**src/rtl/mwm_pkg.sv**
```systemverilog
// Shared types, constants and output packing for the mecanum wheel mixer.
`timescale 1ns / 1ps
package mwm_pkg;

   localparam int CMD_IN_W   = 16;
   localparam int OUT_W      = 14;
   localparam int WHEEL_W    = 4;
   localparam int CSR_DATA_W = 32;
   localparam int CSR_ADDR_W = 3;
   localparam int PACK_W     = 16;

   localparam logic [WHEEL_W-1:0] DRIVEN_WHEELS        = 4'd4;
   localparam logic [WHEEL_W-1:0] CHASSIS_WHEELS_RESET = 4'd4;
   localparam logic [0:0]         REG_CHASSIS_WHEELS   = 1'b0;
   localparam logic [PACK_W-1:0]  OUT_MAX_MAG          = 16'd8191;
   localparam logic [PACK_W-1:0]  OUT_MIN_MAG          = 16'd8192;
   localparam logic [OUT_W-1:0]   OUT_MAX_CODE         = 14'h1FFF;
   localparam logic [OUT_W-1:0]   OUT_MIN_CODE         = 14'h2000;

   typedef struct packed {
      logic       fault;
      logic       bypass;
      logic [3:0] neg;
   } mwm_ctrl_type;

   // Applies the sign to a magnitude and saturates it to the output width.
   function automatic logic signed [OUT_W-1:0] pack_target(input logic neg,
                                                           input logic [PACK_W-1:0] v);
      logic [PACK_W-1:0] n;
      n = -v;
      if (!neg && v > OUT_MAX_MAG) begin
         return OUT_MAX_CODE;
      end else if (neg && v > OUT_MIN_MAG) begin
         return OUT_MIN_CODE;
      end else if (neg) begin
         return n[OUT_W-1:0];
      end else begin
         return v[OUT_W-1:0];
      end
   endfunction

endpackage

```
**src/rtl/mwm_req_if.sv**
```systemverilog
// Request channel carrying the three motion commands.
`timescale 1ns / 1ps
interface mwm_req_if;
   import mwm_pkg::*;

   logic                       valid;
   logic                       ready;
   logic signed [CMD_IN_W-1:0] forward_cmd;
   logic signed [CMD_IN_W-1:0] strafe_cmd;
   logic signed [CMD_IN_W-1:0] rotate_cmd;

   modport source (output valid, forward_cmd, strafe_cmd, rotate_cmd, input ready);
   modport sink   (input valid, forward_cmd, strafe_cmd, rotate_cmd, output ready);
endinterface

```
**src/rtl/mwm_rsp_if.sv**
```systemverilog
// Result channel carrying the four wheel targets and the layout fault flag.
`timescale 1ns / 1ps
interface mwm_rsp_if;
   import mwm_pkg::*;

   logic                    valid;
   logic                    ready;
   logic signed [OUT_W-1:0] front_left;
   logic signed [OUT_W-1:0] front_right;
   logic signed [OUT_W-1:0] back_left;
   logic signed [OUT_W-1:0] back_right;
   logic                    layout_fault;

   modport source (output valid, front_left, front_right, back_left, back_right,
                   layout_fault, input ready);
   modport sink   (input valid, front_left, front_right, back_left, back_right,
                   layout_fault, output ready);
endinterface

```
**src/rtl/mwm_csr.sv**
```systemverilog
// APB-style register holding the wheel count.
`timescale 1ns / 1ps
module mwm_csr (
   input  logic                               clock,
   input  logic                               reset,
   input  logic                               psel,
   input  logic                               penable,
   input  logic                               pwrite,
   input  logic [mwm_pkg::CSR_ADDR_W-1:0]     paddr,
   input  logic [mwm_pkg::CSR_DATA_W-1:0]     pwdata,
   output logic [mwm_pkg::CSR_DATA_W-1:0]     prdata,
   output logic                               pready,
   output logic [mwm_pkg::WHEEL_W-1:0]        chassis_wheels
);
   import mwm_pkg::*;

   logic [WHEEL_W-1:0] chassis_wheels_ff;
   logic [WHEEL_W-1:0] chassis_wheels_in;
   logic [0:0]         reg_index;
   logic               write_hit;

   assign reg_index = paddr[CSR_ADDR_W-1:2];
   assign write_hit = psel && penable && pwrite && (reg_index == REG_CHASSIS_WHEELS);
   assign chassis_wheels_in = write_hit ? pwdata[WHEEL_W-1:0] : chassis_wheels_ff;

   always_ff @(posedge clock) begin
      if (reset) begin
         chassis_wheels_ff <= CHASSIS_WHEELS_RESET;
      end else begin
         chassis_wheels_ff <= chassis_wheels_in;
      end
   end

   always_comb begin
      prdata = '0;
      if (reg_index == REG_CHASSIS_WHEELS) begin
         prdata = CSR_DATA_W'(chassis_wheels_ff);
      end
   end

   assign pready         = 1'b1;
   assign chassis_wheels = chassis_wheels_ff;
endmodule

```
**src/rtl/mwm_front.sv**
```systemverilog
// Front stages: command clamping, wheel sums and the largest magnitude.
`timescale 1ns / 1ps
module mwm_front #(
   parameter int FRAC_BITS = 12
) (
   input  logic                                       clock,
   input  logic                                       reset,
   input  logic                                       in_valid,
   output logic                                       in_ready,
   input  logic signed [mwm_pkg::CMD_IN_W-1:0]        forward_cmd,
   input  logic signed [mwm_pkg::CMD_IN_W-1:0]        strafe_cmd,
   input  logic signed [mwm_pkg::CMD_IN_W-1:0]        rotate_cmd,
   input  logic [mwm_pkg::WHEEL_W-1:0]                wheel_count,
   output logic                                       out_valid,
   input  logic                                       out_ready,
   output logic [3:0][FRAC_BITS+1:0]                  out_mag,
   output logic [FRAC_BITS+1:0]                       out_div,
   output mwm_pkg::mwm_ctrl_type                      out_ctrl
);
   import mwm_pkg::*;

   localparam int CMD_W = FRAC_BITS + 2;
   localparam int SUM_W = FRAC_BITS + 3;
   localparam int MAG_W = FRAC_BITS + 2;
   localparam logic signed [CMD_IN_W-1:0] ONE_POS = CMD_IN_W'(1 << FRAC_BITS);
   localparam logic signed [CMD_IN_W-1:0] ONE_NEG = -ONE_POS;
   localparam logic [MAG_W-1:0]           ONE_MAG = MAG_W'(1 << FRAC_BITS);

   function automatic logic signed [CMD_W-1:0] clamp_one(input logic signed [CMD_IN_W-1:0] x);
      logic signed [CMD_IN_W-1:0] c;
      c = x;
      if (x > ONE_POS) begin
         c = ONE_POS;
      end else if (x < ONE_NEG) begin
         c = ONE_NEG;
      end
      return c[CMD_W-1:0];
   endfunction

   // Stage one: clamped commands.
   logic                    valid1_ff;
   logic signed [CMD_W-1:0] f1_ff, s1_ff, r1_ff;
   logic                    fault1_ff;
   // Stage two: target magnitudes and signs.
   logic                    valid2_ff;
   logic [3:0][MAG_W-1:0]   mag2_ff;
   mwm_ctrl_type            ctrl2_ff;
   // Stage three: largest magnitude and bypass decision.
   logic                    valid3_ff;
   logic [3:0][MAG_W-1:0]   mag3_ff;
   logic [MAG_W-1:0]        div3_ff;
   mwm_ctrl_type            ctrl3_ff;

   logic ready1, ready2, ready3;

   logic signed [SUM_W-1:0] fe, se, re;
   logic signed [SUM_W-1:0] t_sum [4];
   logic [3:0][MAG_W-1:0]   mag2_in;
   logic [3:0]              neg2_in;
   logic [SUM_W-1:0]        t_abs [4];
   logic [MAG_W-1:0]        max01, max23, max_in;

   assign ready3   = !valid3_ff || out_ready;
   assign ready2   = !valid2_ff || ready3;
   assign ready1   = !valid1_ff || ready2;
   assign in_ready = ready1;

   always_comb begin
      fe = SUM_W'(f1_ff);
      se = SUM_W'(s1_ff);
      re = SUM_W'(r1_ff);
      t_sum[0] = fe + se - re;
      t_sum[1] = fe - se + re;
      t_sum[2] = fe - se - re;
      t_sum[3] = fe + se + re;
      for (int i = 0; i < 4; i++) begin
         neg2_in[i] = t_sum[i][SUM_W-1];
         t_abs[i]   = neg2_in[i] ? -t_sum[i] : t_sum[i];
         mag2_in[i] = t_abs[i][MAG_W-1:0];
      end
   end

   always_comb begin
      max01  = (mag2_ff[0] > mag2_ff[1]) ? mag2_ff[0] : mag2_ff[1];
      max23  = (mag2_ff[2] > mag2_ff[3]) ? mag2_ff[2] : mag2_ff[3];
      max_in = (max01 > max23) ? max01 : max23;
   end

   always_ff @(posedge clock) begin
      if (reset) begin
         valid1_ff <= 1'b0;
         valid2_ff <= 1'b0;
         valid3_ff <= 1'b0;
      end else begin
         if (ready1) begin
            valid1_ff <= in_valid;
         end
         if (ready2) begin
            valid2_ff <= valid1_ff;
         end
         if (ready3) begin
            valid3_ff <= valid2_ff;
         end
      end
      if (ready1 && in_valid) begin
         f1_ff     <= clamp_one(forward_cmd);
         s1_ff     <= clamp_one(strafe_cmd);
         r1_ff     <= clamp_one(rotate_cmd);
         fault1_ff <= (wheel_count != DRIVEN_WHEELS);
      end
      if (ready2 && valid1_ff) begin
         mag2_ff         <= mag2_in;
         ctrl2_ff.fault  <= fault1_ff;
         ctrl2_ff.bypass <= 1'b0;
         ctrl2_ff.neg    <= neg2_in;
      end
      if (ready3 && valid2_ff) begin
         mag3_ff         <= mag2_ff;
         div3_ff         <= max_in;
         ctrl3_ff.fault  <= ctrl2_ff.fault;
         ctrl3_ff.neg    <= ctrl2_ff.neg;
         ctrl3_ff.bypass <= (max_in <= ONE_MAG);
      end
   end

   assign out_valid = valid3_ff;
   assign out_mag   = mag3_ff;
   assign out_div   = div3_ff;
   assign out_ctrl  = ctrl3_ff;
endmodule

```
**src/rtl/mwm_div_stage.sv**
```systemverilog
// One restoring division step for all four wheel lanes, with its own register.
`timescale 1ns / 1ps
module mwm_div_stage #(
   parameter int FRAC_BITS = 12,
   parameter int STEP      = 0
) (
   input  logic                          clock,
   input  logic                          reset,
   input  logic                          in_valid,
   output logic                          in_ready,
   input  logic [3:0][FRAC_BITS+2:0]     in_rem,
   input  logic [3:0][FRAC_BITS:0]       in_quo,
   input  logic [FRAC_BITS+1:0]          in_div,
   input  mwm_pkg::mwm_ctrl_type         in_ctrl,
   output logic                          out_valid,
   input  logic                          out_ready,
   output logic [3:0][FRAC_BITS+2:0]     out_rem,
   output logic [3:0][FRAC_BITS:0]       out_quo,
   output logic [FRAC_BITS+1:0]          out_div,
   output mwm_pkg::mwm_ctrl_type         out_ctrl
);
   import mwm_pkg::*;

   localparam int REM_W = FRAC_BITS + 3;
   localparam int Q_W   = FRAC_BITS + 1;
   localparam int BIT   = FRAC_BITS - STEP;
   localparam logic [Q_W-1:0] QBIT = Q_W'(1) << BIT;

   logic                  valid_ff;
   logic [3:0][REM_W-1:0] rem_ff, rem_in;
   logic [3:0][Q_W-1:0]   quo_ff, quo_in;
   logic [FRAC_BITS+1:0]  div_ff;
   mwm_ctrl_type          ctrl_ff;
   logic [3:0][REM_W-1:0] shifted;
   logic [REM_W-1:0]      div_ext;
   logic                  ready;

   assign div_ext = REM_W'(in_div);

   // The first step weighs the remainder as it stands; later ones double it.
   generate
      if (STEP == 0) begin : g_first
         assign shifted = in_rem;
      end else begin : g_next
         always_comb begin
            for (int i = 0; i < 4; i++) begin
               shifted[i] = {in_rem[i][REM_W-2:0], 1'b0};
            end
         end
      end
   endgenerate

   always_comb begin
      for (int i = 0; i < 4; i++) begin
         rem_in[i] = in_rem[i];
         quo_in[i] = in_quo[i];
         if (!in_ctrl.bypass) begin
            if (shifted[i] >= div_ext) begin
               rem_in[i] = shifted[i] - div_ext;
               quo_in[i] = in_quo[i] | QBIT;
            end else begin
               rem_in[i] = shifted[i];
            end
         end
      end
   end

   assign ready    = !valid_ff || out_ready;
   assign in_ready = ready;

   always_ff @(posedge clock) begin
      if (reset) begin
         valid_ff <= 1'b0;
      end else if (ready) begin
         valid_ff <= in_valid;
      end
      if (ready && in_valid) begin
         rem_ff  <= rem_in;
         quo_ff  <= quo_in;
         div_ff  <= in_div;
         ctrl_ff <= in_ctrl;
      end
   end

   assign out_valid = valid_ff;
   assign out_rem   = rem_ff;
   assign out_quo   = quo_ff;
   assign out_div   = div_ff;
   assign out_ctrl  = ctrl_ff;
endmodule

```
**src/rtl/mecanum_wheel_mixer.sv**
```systemverilog
// Top level of the mecanum wheel mixer: front stages, divider pipeline and result register.
// Path: a request passes the front stages, the divider stages and the result register, in
// that order, before its result is offered.
// Throughput: one request per cycle unless the result is stalled; every stage has its own
// valid bit and register. The divider is restoring, one quotient bit per pipeline stage.
// Reset (synchronous, active high) empties the pipeline and sets the wheel count to 4.
`timescale 1ns / 1ps
module mecanum_wheel_mixer #(
   parameter int FRAC_BITS = 12
) (
   input  logic                               clock,
   input  logic                               reset,
   mwm_req_if.sink                            req,
   mwm_rsp_if.source                          rsp,
   input  logic                               csr_psel,
   input  logic                               csr_penable,
   input  logic                               csr_pwrite,
   input  logic [mwm_pkg::CSR_ADDR_W-1:0]     csr_paddr,
   input  logic [mwm_pkg::CSR_DATA_W-1:0]     csr_pwdata,
   output logic [mwm_pkg::CSR_DATA_W-1:0]     csr_prdata,
   output logic                               csr_pready
);
   import mwm_pkg::*;

   // One divider stage per quotient bit, from the weight of 1.0 down to the
   // least significant fraction bit.
   localparam int STEPS = FRAC_BITS + 1;
   localparam int REM_W = FRAC_BITS + 3;
   localparam int Q_W   = FRAC_BITS + 1;
   localparam int MAG_W = FRAC_BITS + 2;

   logic [WHEEL_W-1:0] chassis_wheels;

   mwm_csr u_csr (
      .clock          (clock),
      .reset          (reset),
      .psel           (csr_psel),
      .penable        (csr_penable),
      .pwrite         (csr_pwrite),
      .paddr          (csr_paddr),
      .pwdata         (csr_pwdata),
      .prdata         (csr_prdata),
      .pready         (csr_pready),
      .chassis_wheels (chassis_wheels)
   );

   // Link k of the chain is the output of the front stages (k = 0) or of
   // divider stage k-1.
   logic [STEPS:0]                  lk_valid;
   logic [STEPS:0]                  lk_ready;
   logic [STEPS:0][3:0][REM_W-1:0]  lk_rem;
   logic [STEPS:0][3:0][Q_W-1:0]    lk_quo;
   logic [STEPS:0][MAG_W-1:0]       lk_div;
   mwm_ctrl_type                    lk_ctrl [STEPS+1];
   logic [3:0][MAG_W-1:0]           front_mag;

   mwm_front #(
      .FRAC_BITS (FRAC_BITS)
   ) u_front (
      .clock       (clock),
      .reset       (reset),
      .in_valid    (req.valid),
      .in_ready    (req.ready),
      .forward_cmd (req.forward_cmd),
      .strafe_cmd  (req.strafe_cmd),
      .rotate_cmd  (req.rotate_cmd),
      .wheel_count (chassis_wheels),
      .out_valid   (lk_valid[0]),
      .out_ready   (lk_ready[0]),
      .out_mag     (front_mag),
      .out_div     (lk_div[0]),
      .out_ctrl    (lk_ctrl[0])
   );

   // The divider starts with the magnitude as its remainder and an empty
   // quotient. When no scaling is needed the stages leave both untouched, so
   // the remainder still holds the unscaled magnitude at the end.
   always_comb begin
      for (int i = 0; i < 4; i++) begin
         lk_rem[0][i] = REM_W'(front_mag[i]);
         lk_quo[0][i] = '0;
      end
   end

   generate
      for (genvar k = 0; k < STEPS; k++) begin : g_div
         mwm_div_stage #(
            .FRAC_BITS (FRAC_BITS),
            .STEP      (k)
         ) u_stage (
            .clock     (clock),
            .reset     (reset),
            .in_valid  (lk_valid[k]),
            .in_ready  (lk_ready[k]),
            .in_rem    (lk_rem[k]),
            .in_quo    (lk_quo[k]),
            .in_div    (lk_div[k]),
            .in_ctrl   (lk_ctrl[k]),
            .out_valid (lk_valid[k+1]),
            .out_ready (lk_ready[k+1]),
            .out_rem   (lk_rem[k+1]),
            .out_quo   (lk_quo[k+1]),
            .out_div   (lk_div[k+1]),
            .out_ctrl  (lk_ctrl[k+1])
         );
      end
   endgenerate

   // Result register. It takes a new result whenever it is empty or its
   // current one is being taken, so the pipeline keeps flowing behind it.
   logic                    rsp_valid_ff;
   logic signed [OUT_W-1:0] target_ff [4];
   logic signed [OUT_W-1:0] target_in [4];
   logic                    fault_ff;
   logic                    out_ready;
   mwm_ctrl_type            last_ctrl;
   logic [Q_W-1:0]          final_mag [4];

   assign last_ctrl = lk_ctrl[STEPS];
   assign out_ready = !rsp_valid_ff || rsp.ready;
   assign lk_ready[STEPS] = out_ready;

   always_comb begin
      for (int i = 0; i < 4; i++) begin
         final_mag[i] = last_ctrl.bypass ? lk_rem[STEPS][i][Q_W-1:0] : lk_quo[STEPS][i];
         if (last_ctrl.fault) begin
            target_in[i] = '0;
         end else begin
            target_in[i] = pack_target(last_ctrl.neg[i], PACK_W'(final_mag[i]));
         end
      end
   end

   always_ff @(posedge clock) begin
      if (reset) begin
         rsp_valid_ff <= 1'b0;
      end else if (out_ready) begin
         rsp_valid_ff <= lk_valid[STEPS];
      end
      if (out_ready && lk_valid[STEPS]) begin
         target_ff <= target_in;
         fault_ff  <= last_ctrl.fault;
      end
   end

   assign rsp.valid        = rsp_valid_ff;
   assign rsp.front_left   = target_ff[0];
   assign rsp.front_right  = target_ff[1];
   assign rsp.back_left    = target_ff[2];
   assign rsp.back_right   = target_ff[3];
   assign rsp.layout_fault = fault_ff;

   // A faulted result carries only zero targets.
   a_fault_zero : assert property (@(posedge clock) disable iff (reset)
      rsp.valid && rsp.layout_fault |->
         rsp.front_left == '0 && rsp.front_right == '0 &&
         rsp.back_left == '0 && rsp.back_right == '0)
      else $error("faulted result carries non-zero targets");

   // Requests are refused only when every stage is full and the result is stalled.
   a_ready_full : assert property (@(posedge clock) disable iff (reset)
      !req.ready |-> rsp.valid && !rsp.ready)
      else $error("request refused while the pipeline has room");

   // The cycle after reset no result is offered.
   a_reset_empty : assert property (@(posedge clock)
      !reset && $past(reset) |-> !rsp.valid)
      else $error("result offered straight after reset");
endmodule
```
**src/flat_wrapper.sv**
```systemverilog
// flat-port wrapper written by rule: the top's interface ports become plain ports
module mecanum_wheel_mixer_flat import mwm_pkg::*;
#(
   parameter int FRAC_BITS = 12
)
  (clock, reset, csr_psel, csr_penable, csr_pwrite, csr_paddr, csr_pwdata, csr_prdata, csr_pready, req_valid, req_forward_cmd, req_strafe_cmd, req_rotate_cmd, req_ready, rsp_valid, rsp_front_left, rsp_front_right, rsp_back_left, rsp_back_right, rsp_layout_fault, rsp_ready);
  mwm_req_if req_i ();
  mwm_rsp_if rsp_i ();
  input  logic clock;
  input  logic reset;
  input  logic csr_psel;
  input  logic csr_penable;
  input  logic csr_pwrite;
  input  logic [mwm_pkg::CSR_ADDR_W-1:0] csr_paddr;
  input  logic [mwm_pkg::CSR_DATA_W-1:0] csr_pwdata;
  output logic [mwm_pkg::CSR_DATA_W-1:0] csr_prdata;
  output logic csr_pready;
  input wire logic [$bits(req_i.valid)-1:0] req_valid;
  input wire logic [$bits(req_i.forward_cmd)-1:0] req_forward_cmd;
  input wire logic [$bits(req_i.strafe_cmd)-1:0] req_strafe_cmd;
  input wire logic [$bits(req_i.rotate_cmd)-1:0] req_rotate_cmd;
  output wire logic [$bits(req_i.ready)-1:0] req_ready;
  output wire logic [$bits(rsp_i.valid)-1:0] rsp_valid;
  output wire logic [$bits(rsp_i.front_left)-1:0] rsp_front_left;
  output wire logic [$bits(rsp_i.front_right)-1:0] rsp_front_right;
  output wire logic [$bits(rsp_i.back_left)-1:0] rsp_back_left;
  output wire logic [$bits(rsp_i.back_right)-1:0] rsp_back_right;
  output wire logic [$bits(rsp_i.layout_fault)-1:0] rsp_layout_fault;
  input wire logic [$bits(rsp_i.ready)-1:0] rsp_ready;
  assign req_i.valid = req_valid;
  assign req_i.forward_cmd = req_forward_cmd;
  assign req_i.strafe_cmd = req_strafe_cmd;
  assign req_i.rotate_cmd = req_rotate_cmd;
  assign req_ready = req_i.ready;
  assign rsp_valid = rsp_i.valid;
  assign rsp_front_left = rsp_i.front_left;
  assign rsp_front_right = rsp_i.front_right;
  assign rsp_back_left = rsp_i.back_left;
  assign rsp_back_right = rsp_i.back_right;
  assign rsp_layout_fault = rsp_i.layout_fault;
  assign rsp_i.ready = rsp_ready;
  mecanum_wheel_mixer #(.FRAC_BITS(FRAC_BITS)) u_core (.clock(clock), .reset(reset), .req(req_i), .rsp(rsp_i), .csr_psel(csr_psel), .csr_penable(csr_penable), .csr_pwrite(csr_pwrite), .csr_paddr(csr_paddr), .csr_pwdata(csr_pwdata), .csr_prdata(csr_prdata), .csr_pready(csr_pready));
endmodule
```
**config.mk**
```make
export PLATFORM = sky130hd
export DESIGN_NAME = mecanum_wheel_mixer_flat
export DESIGN_NICKNAME = d
export VERILOG_FILES = /design/src/rtl/mwm_pkg.sv /design/src/rtl/mwm_req_if.sv /design/src/rtl/mwm_rsp_if.sv /design/src/rtl/mwm_csr.sv /design/src/rtl/mwm_front.sv /design/src/rtl/mwm_div_stage.sv /design/src/rtl/mecanum_wheel_mixer.sv /design/src/flat_wrapper.sv
export SDC_FILE = /design/constraint.sdc
export NUM_CORES = 2
export LEC_CHECK = 0
export BUFFER_PORTS_ARGS = -buffer_cell sky130_fd_sc_hd__buf_4
export CORE_AREA = 4 4 513 515
export CTS_CLUSTER_SIZE = 40
export DETAILED_ROUTE_END_ITERATION = 8
export DIE_AREA = 0 0 517 519
export GPL_TIMING_DRIVEN = 0
export PLACE_DENSITY = 0.51
export SLEW_MARGIN = 20
export SYNTH_ARGS = -nofsm -noshare
export SYNTH_HDL_FRONTEND = slang
export SYNTH_SLANG_ARGS = --single-unit
```
**constraint.sdc**
```tcl
create_clock -name clock -period 23.9 [get_ports clock]
set_clock_uncertainty 0.05 [all_clocks]
set_input_delay 0 -clock clock [delete_from_list [all_inputs] [get_ports clock]]
set_output_delay 0 -clock clock [all_outputs]
set_load 0.05 [all_outputs]
```
After elaboration in Yosys (flattened, before gate mapping) --
Index checks and enable logic that the tools add are counted.
Operators by class: $lt $le $gt $ge 62, div/mod/pow operators 0, add/subtract/negate cells 66, reduce and logical (&&, ||, !) cells 61, multiply operators 0, muxes and demuxes 223, shifts and indexed selects 0, bitwise gates (word level) 5, equality and inequality tests 1
Operators by type and width (number):
- $mux 14 | 106
- $ge 15x14->1 | 48
- $sub 14x14->14 | 44
- $mux 13 | 20
- $mux 12 | 8
- $mux 11 | 8
- $mux 10 | 8
- $sub 14x14->15 | 5
- $mux 9 | 8
- $mux 8 | 8
- $ge 14x14->1 | 4
- $mux 7 | 8
- $neg 13->14 | 4
- $neg 14->14 | 4
- $sub 13x13->13 | 4
- $gt 16x14->1 const B | 3
- $lt 16x13->1 const B | 3
- $mux 6 | 8
- $gt 14x14->1 | 3
- $mux 5 | 8
- $mux 4 | 9
- $add 15x14->15 | 2
- $sub 15x14->15 | 2
- $mux 3 | 8
- other kinds (10) | 85
Word-level totals: bits in read-only memories 0, bits in latches 0, logic and storage cells 621, bits in registers 1904, bits in writable memories 0, output and inout port bits 92, input bits 90, memories kept 0

Logic depth before layout (Yosys ltp) --
word-level depth 19, depth in mapped cells 23, mapped depth without buffers 19

Cells and area by module --
From an unflattened synthesis, not the netlist that was laid out.
Second synthesis, totals: cell total of the unflattened synthesis 11277, area total of the unflattened synthesis 123056.8 µm²
By module, submodules not included:
- mwm_div_stage (u_core.g_div[10].u_stage ...) | cells an instance 775, area each 8401.8 µm², times used 6, sequential area each 3983.8 µm²
- mwm_div_stage (u_core.g_div[4].u_stage ...) | cells an instance 710, area each 7866.3 µm², times used 6, sequential area each 3983.8 µm²
- mwm_front | cells an instance 1241, area each 12806.0 µm², times used 1, sequential area each 5405.2 µm²
- mwm_div_stage (u_core.g_div[0].u_stage) | cells an instance 627, area each 7791.2 µm², times used 1, sequential area each 3983.8 µm²
- mecanum_wheel_mixer | cells an instance 446, area each 4404.2 µm², times used 1, sequential area each 1731.7 µm²
- mwm_csr | cells an instance 53, area each 446.7 µm², times used 1, sequential area each 80.1 µm²

Worst setup path after synthesis --
OpenSTA, ideal clock, no wires.
kind reg2reg, from register u_core.rsp_valid_ff, in the netlist u_core.rsp.valid, to register u_core.g_div[10].u_stage.ctrl_ff (netlist bit u_core.g_div[10].u_stage.out_ctrl[0]) (enable), library setup time 0.783 ns, slack 13.456 ns, clock period less this slack 10.444 ns, stages on the path, launching flop included 4, required time 23.067 ns, arrival time 9.612 ns, path buffers 0, cells stage by stage dfxtp_1 > nor2b_1 > and3_1 > a21boi_0
Between the ends: longest elaborated chain between the ends 6
Ends and longest elaborated chain:
- start: declaration | line mecanum_wheel_mixer.sv:111 | logic rsp_valid_ff;
- start signal: assignment | line mecanum_wheel_mixer.sv:138 | rsp_valid_ff <= lk_valid[STEPS];
- $logic_not 1->1 | line mecanum_wheel_mixer.sv:120 | assign out_ready = !rsp_valid_ff || rsp.ready;
- $logic_or 1x1->1 | line mecanum_wheel_mixer.sv:120
- $logic_or 1x1->1 (3 in series) | line mwm_div_stage.sv:68 | assign ready = !valid_ff || out_ready;
- $logic_and 1x1->1 | line mwm_div_stage.sv:77 | if (ready && in_valid) begin
- end signal: assignment | line mwm_div_stage.sv:81 | ctrl_ff <= in_ctrl;
- end: declaration | line mwm_div_stage.sv:33 | mwm_ctrl_type ctrl_ff;
No other way between the ends. A chain may end at the register's enable or synchronous reset.

Worst setup path in the final report --
from register u_core.u_front.mag2_ff[21] in the netlist's numbering, to register u_core.u_front.ctrl3_ff (netlist bit u_core.u_front.out_ctrl[4]), data pin
Between the ends: longest elaborated chain between the ends 5
Ends and longest elaborated chain:
- start: declaration | line mwm_front.sv:46 | logic [3:0][MAG_W-1:0] mag2_ff;
- start signal: assignment | line mwm_front.sv:112 | mag2_ff <= mag2_in;
- $gt 14x14->1 | line mwm_front.sv:84 | max01 = (mag2_ff[0] > mag2_ff[1]) ? mag2_ff[0] : mag2_ff[1];
- $mux 14 * | line mwm_front.sv:84
- $gt 14x14->1 | line mwm_front.sv:86 | max_in = (max01 > max23) ? max01 : max23;
- $mux 14 * | line mwm_front.sv:86
- net u_core.u_front.max_in[12] | line mwm_front.sv:61 | logic [MAG_W-1:0] max01, max23, max_in;
- $le 14x13->1 * | line mwm_front.sv:122 | ctrl3_ff.bypass <= (max_in <= ONE_MAG);
- end: declaration | line mwm_front.sv:52 | mwm_ctrl_type ctrl3_ff;
Mark *: on every way through the listed nets, which the timed path passes. The rest lies on a longest branch.

==> reports/qor.txt <==
Tcrit/Tclk final = 26.0%
CP startpoint kind = register
FF-to-FF End = u_core.u_front.out_ctrl[4]
outcome = complete, no violations
final routed DRC violation total = 0
vias per inst = 5.73
GRT Util Overall = 25.9%
FF+latch count, synth = 1588
Avg Cell Area, Syn = 10.5 um^2
Setup CP Type = reg2reg
largest cells by area after synthesis = edfxtp_1 46%, ha_1 10%, a21oi_1 3.6%
Syn Inst Count = 9775
Util after Layout = 45.5%
initial antenna violation count = 23
final WL = 358 mm
hpwl dp = 286 mm
Die H = 519 um
CP endpoint kind = register
TritonRoute pass-1 iters = 8
ys async rst share = 0%
EDFF count, synth = 1567
total CTS buffers = 189
R2R Path Start = u_core.u_front.mag2_ff[21]
worst rel slew slack = 4.66%
largest net degree at the start of global routing = 31
top_reg_cell synth = edfxtp_1
Max-Cap Viols = 0
hold crit path type = in2reg
initial DRC count = 7386
Initial Utilization = 39.8%
Worst-Margin Slew = 1.41 ns
first-pass GRT wire length = 517 mm
count of cell types in the netlist = 86
core box area = 259000 um^2
area added between synthesis and finish = 14.2%
Worst R2R Path Depth = 22
Worst Path Max Fanout = 10
post-route ant nets = 0
final hold viol count = 0
Leakage = 45.5 nW
Cell Pwr Density = 64.4 nW/um^2
H-tree levels = 4
IO Pins = 182
Seq/Total Area, Yosys = 46.1%
Root Buffer = clkbuf_16
R2R Setup Slk = 17.68 ns
nets = 11328
Ys Warns = 0
I/O Buffers = 122
CP required = 24.39 ns
worst hold start = req_forward_cmd[12]
top cell type's share of synthesized area = 45.7%
final setup fails = 0
post-route setup TNS = 0 ns
final global-route overflow total = 0
count of pins over their slew limit = 0
WHS Path Cells = 3
Filler Cells Inserted = 24054
layout cells sized above 1 = 8.09%
Vias = 79500
clk buf depth = 4
Post-CTS Setup Bufs = 0
# rows = 187
vias in the first global route = 76107
worst path arrival time = 6.70 ns
worst ir drop on vdd = 0.0541 mV
hold path endpoint = u_core.u_front.f1_ff[12]
leading area contributor after synthesis = edfxtp_1
Mapped Area = 103000 um^2
CTS tree = built
clk sinks = 1588
Tmin final = 6.22 ns
fmax = 161 MHz
CTS clk-pin slew, worst paths = 0.06 ns
WL/cell = 25.8 um
die area = 268000 um^2
die width = 517 um
RePlAce Congestion = 0.936
RSZ-0062 raised after global routing = no
clock latency on the worst-skew pair = 0.85 ns
==> timing repair <==
item,4_1_cts,5_1_grt
hold buffers,132,0
hold endpoints to repair,115,0
resized for setup,0,0
==> worst max path at each step <==
| stage | end | start | depth (start not counted) | slack (ns) |
|---|---|---|---|---|
| 6_report | u_core.u_front.out_ctrl[4] | u_core.u_front.mag2_ff[21] | 22 | 17.68 |
| 5_1_grt | u_core.u_front.out_ctrl[4] | u_core.u_front.mag2_ff[41] | 21 | 17.20 |
| 4_1_cts | u_core.u_front.out_ctrl[4] | u_core.u_front.mag2_ff[21] | 22 | 17.62 |
| 3_5_place_dp | u_core.u_front.out_ctrl[4] | u_core.u_front.mag2_ff[21] | 22 | 17.70 |
| 3_3_place_gp | u_core.g_div[10].u_stage.out_quo[29] | u_core.rsp.valid | 3 | 8.19 |
| 2_1_floorplan | u_core.g_div[10].u_stage.out_ctrl[0] | u_core.rsp.valid | 3 | 13.46 |
==> synth_stat cells, types with 68 or more instances <==
| cell | number |
|---|---|
| a211oi_1 | 96 |
| nand2_1 | 552 |
| o21ai_0 | 420 |
| nor3_1 | 277 |
| nor2_1 | 898 |
| o31ai_1 | 91 |
| clkbuf_1 | 266 |
| nor2b_1 | 250 |
| and3_1 | 68 |
| a221o_1 | 80 |
| nand4_1 | 99 |
| a21o_1 | 190 |
| nor3b_1 | 80 |
| mux2_2 | 188 |
| nand2b_1 | 102 |
| a21oi_1 | 751 |
| nand3_1 | 166 |
| or2_2 | 76 |
| or3_1 | 108 |
| inv_1 | 592 |
| o21a_1 | 109 |
| ha_1 | 862 |
| edfxtp_1 | 1567 |
| xor2_1 | 167 |
| xnor2_1 | 370 |
| a21boi_0 | 119 |
| and2_1 | 76 |
| nor4_1 | 71 |
| a31oi_1 | 81 |
| mux2i_1 | 331 |
==> area by class of cell <==
type                            instances  area, um^2  area share [%]
Antenna cell                            8        20.0          0.0170
Buffer                                331        1380            1.18
Clock buffer                          207        4820            4.10
Clock inverter                        129        1240            1.05
Inverter                              593        2230            1.89
Multi-Input combinational cell       7290       52200            44.4
Sequential cell                      1588       47500            40.4
Tap cell                             3402        4260            3.62
Timing Repair Buffer                  325        3990            3.39
==> metrics by stage <==
stage / cells / hold WS [ns] / total power [mW] / setup slack, ns / area, um^2
6_report: 13873 / 0.0891 / 7.57 / 17.68 / 118000
3_5_place_dp: 13397 / 0.155 / 4.75 / 17.70 / 110000
4_1_cts: 13865 / 0.0210 / 7.64 / 17.62 / 118000
2_1_floorplan: 9802 / 0.0444 / 4.30 / 13.46 / 103000
5_1_grt: 13867 / 0.0625 / 7.92 / 17.20 / 118000
3_3_place_gp: 13326 / 0.154 / 4.73 / 8.19 / 108000
==> critical path, stage by stage, from the launching register on <==
cell and delay (ns):
edfxtp_1 0.53, inv_1 0.08, ha_1 0.29, a21o_1 0.16, a21o_1 0.17, a221o_1 0.33
a2111oi_0 0.44, o21ba_1 0.22, buf_6 0.15, clkbuf_1 0.24, o21ai_0 0.39, ha_1 0.31
a21oi_1 0.15, o21a_1 0.14, nor2_1 0.04, a2111oi_0 0.52, o21ai_0 0.17, o211ai_1 0.11
buf_2 0.32, buf_1 0.48, mux2i_1 0.39, or2_2 0.18, o41ai_2 0.06
==> placed cells by master (no fill, tap or decap), types with 99 or more instances in the layout <==
master,n
edfxtp_1,1567
nor2_1,897
ha_1,862
a21oi_1,750
inv_1,592
nand2_1,552
o21ai_0,420
xnor2_1,370
mux2i_1,331
clkbuf_1,281
nor3_1,276
nor2b_1,242
a21o_1,190
clkbuf_16,190
mux2_2,188
xor2_1,167
nand3_1,166
buf_4,151
dlygate4sd3_1,132
a21boi_0,113
o21a_1,109
or3_1,108
nand2b_1,102
nand4_1,99
==> report_power, final <==
part | total, mW | leakage (nW) | internal, mW | switching [mW]
sequential | 3.27 | 14.3 | 3.18 | 0.0928
clock | 2.85 | 2.96 | 1.66 | 1.19
combinational | 1.45 | 28.3 | 0.577 | 0.874
total | 7.57 | 45.5 | 5.41 | 2.16
==> kinds of logic (layout without fill, tap and decap cells) <==
group / after synthesis / after routing / share of synthesized area, %
compound gates: 2364 / 2364 / 15.0
xor+xnor: 537 / 537 / 4.56
fa+ha+maj: 920 / 920 / 11.6
buf+inv: 924 / 1585 / 3.50
flops: 1588 / 1588 / 46.1
mux: 520 / 520 / 5.28
other cells: 2 / 37 / 0.00729
simple gates: 2920 / 2920 / 14.0
==> flip-flops by register name (all words and copies together), names as in the netlist, 4 cells and up <==
signal                          count
u_core.u_front.s1_ff               14
u_core.u_csr.chassis_wheels         4
u_core.u_front.mag2_ff             54
u_core.g_div.u_stage.out_quo      364
u_core.u_front.out_mag             54
u_core.g_div.u_stage.out_valid     13
u_core.g_div.u_stage.out_div      168
u_core.u_front.out_div             14
u_core.u_front.r1_ff               14
u_core.rsp.back_right              14
u_core.u_front.ctrl2_ff             5
u_core.rsp.back_left               14
u_core.u_front.out_ctrl             6
u_core.rsp.front_right             14
u_core.rsp.front_left              14
u_core.g_div.u_stage.out_rem      724
u_core.u_front.f1_ff               14
u_core.g_div.u_stage.out_ctrl      78
==> routing by layer <==
metal | track usage (%) | part of all wire (%) | routed length, um | up-vias
li1 | - | - | - | 37499
met1 | 38.0 | 47 | 168000 | 38999
met2 | 40.1 | 44 | 159000 | 2524
met3 | 3.17 | 5.8 | 20700 | 474
met4 | 7.16 | 3.0 | 10800 | 4
met5 | 0 | 0.0073 | 26 | -
(Power assumes the default switching activity.)
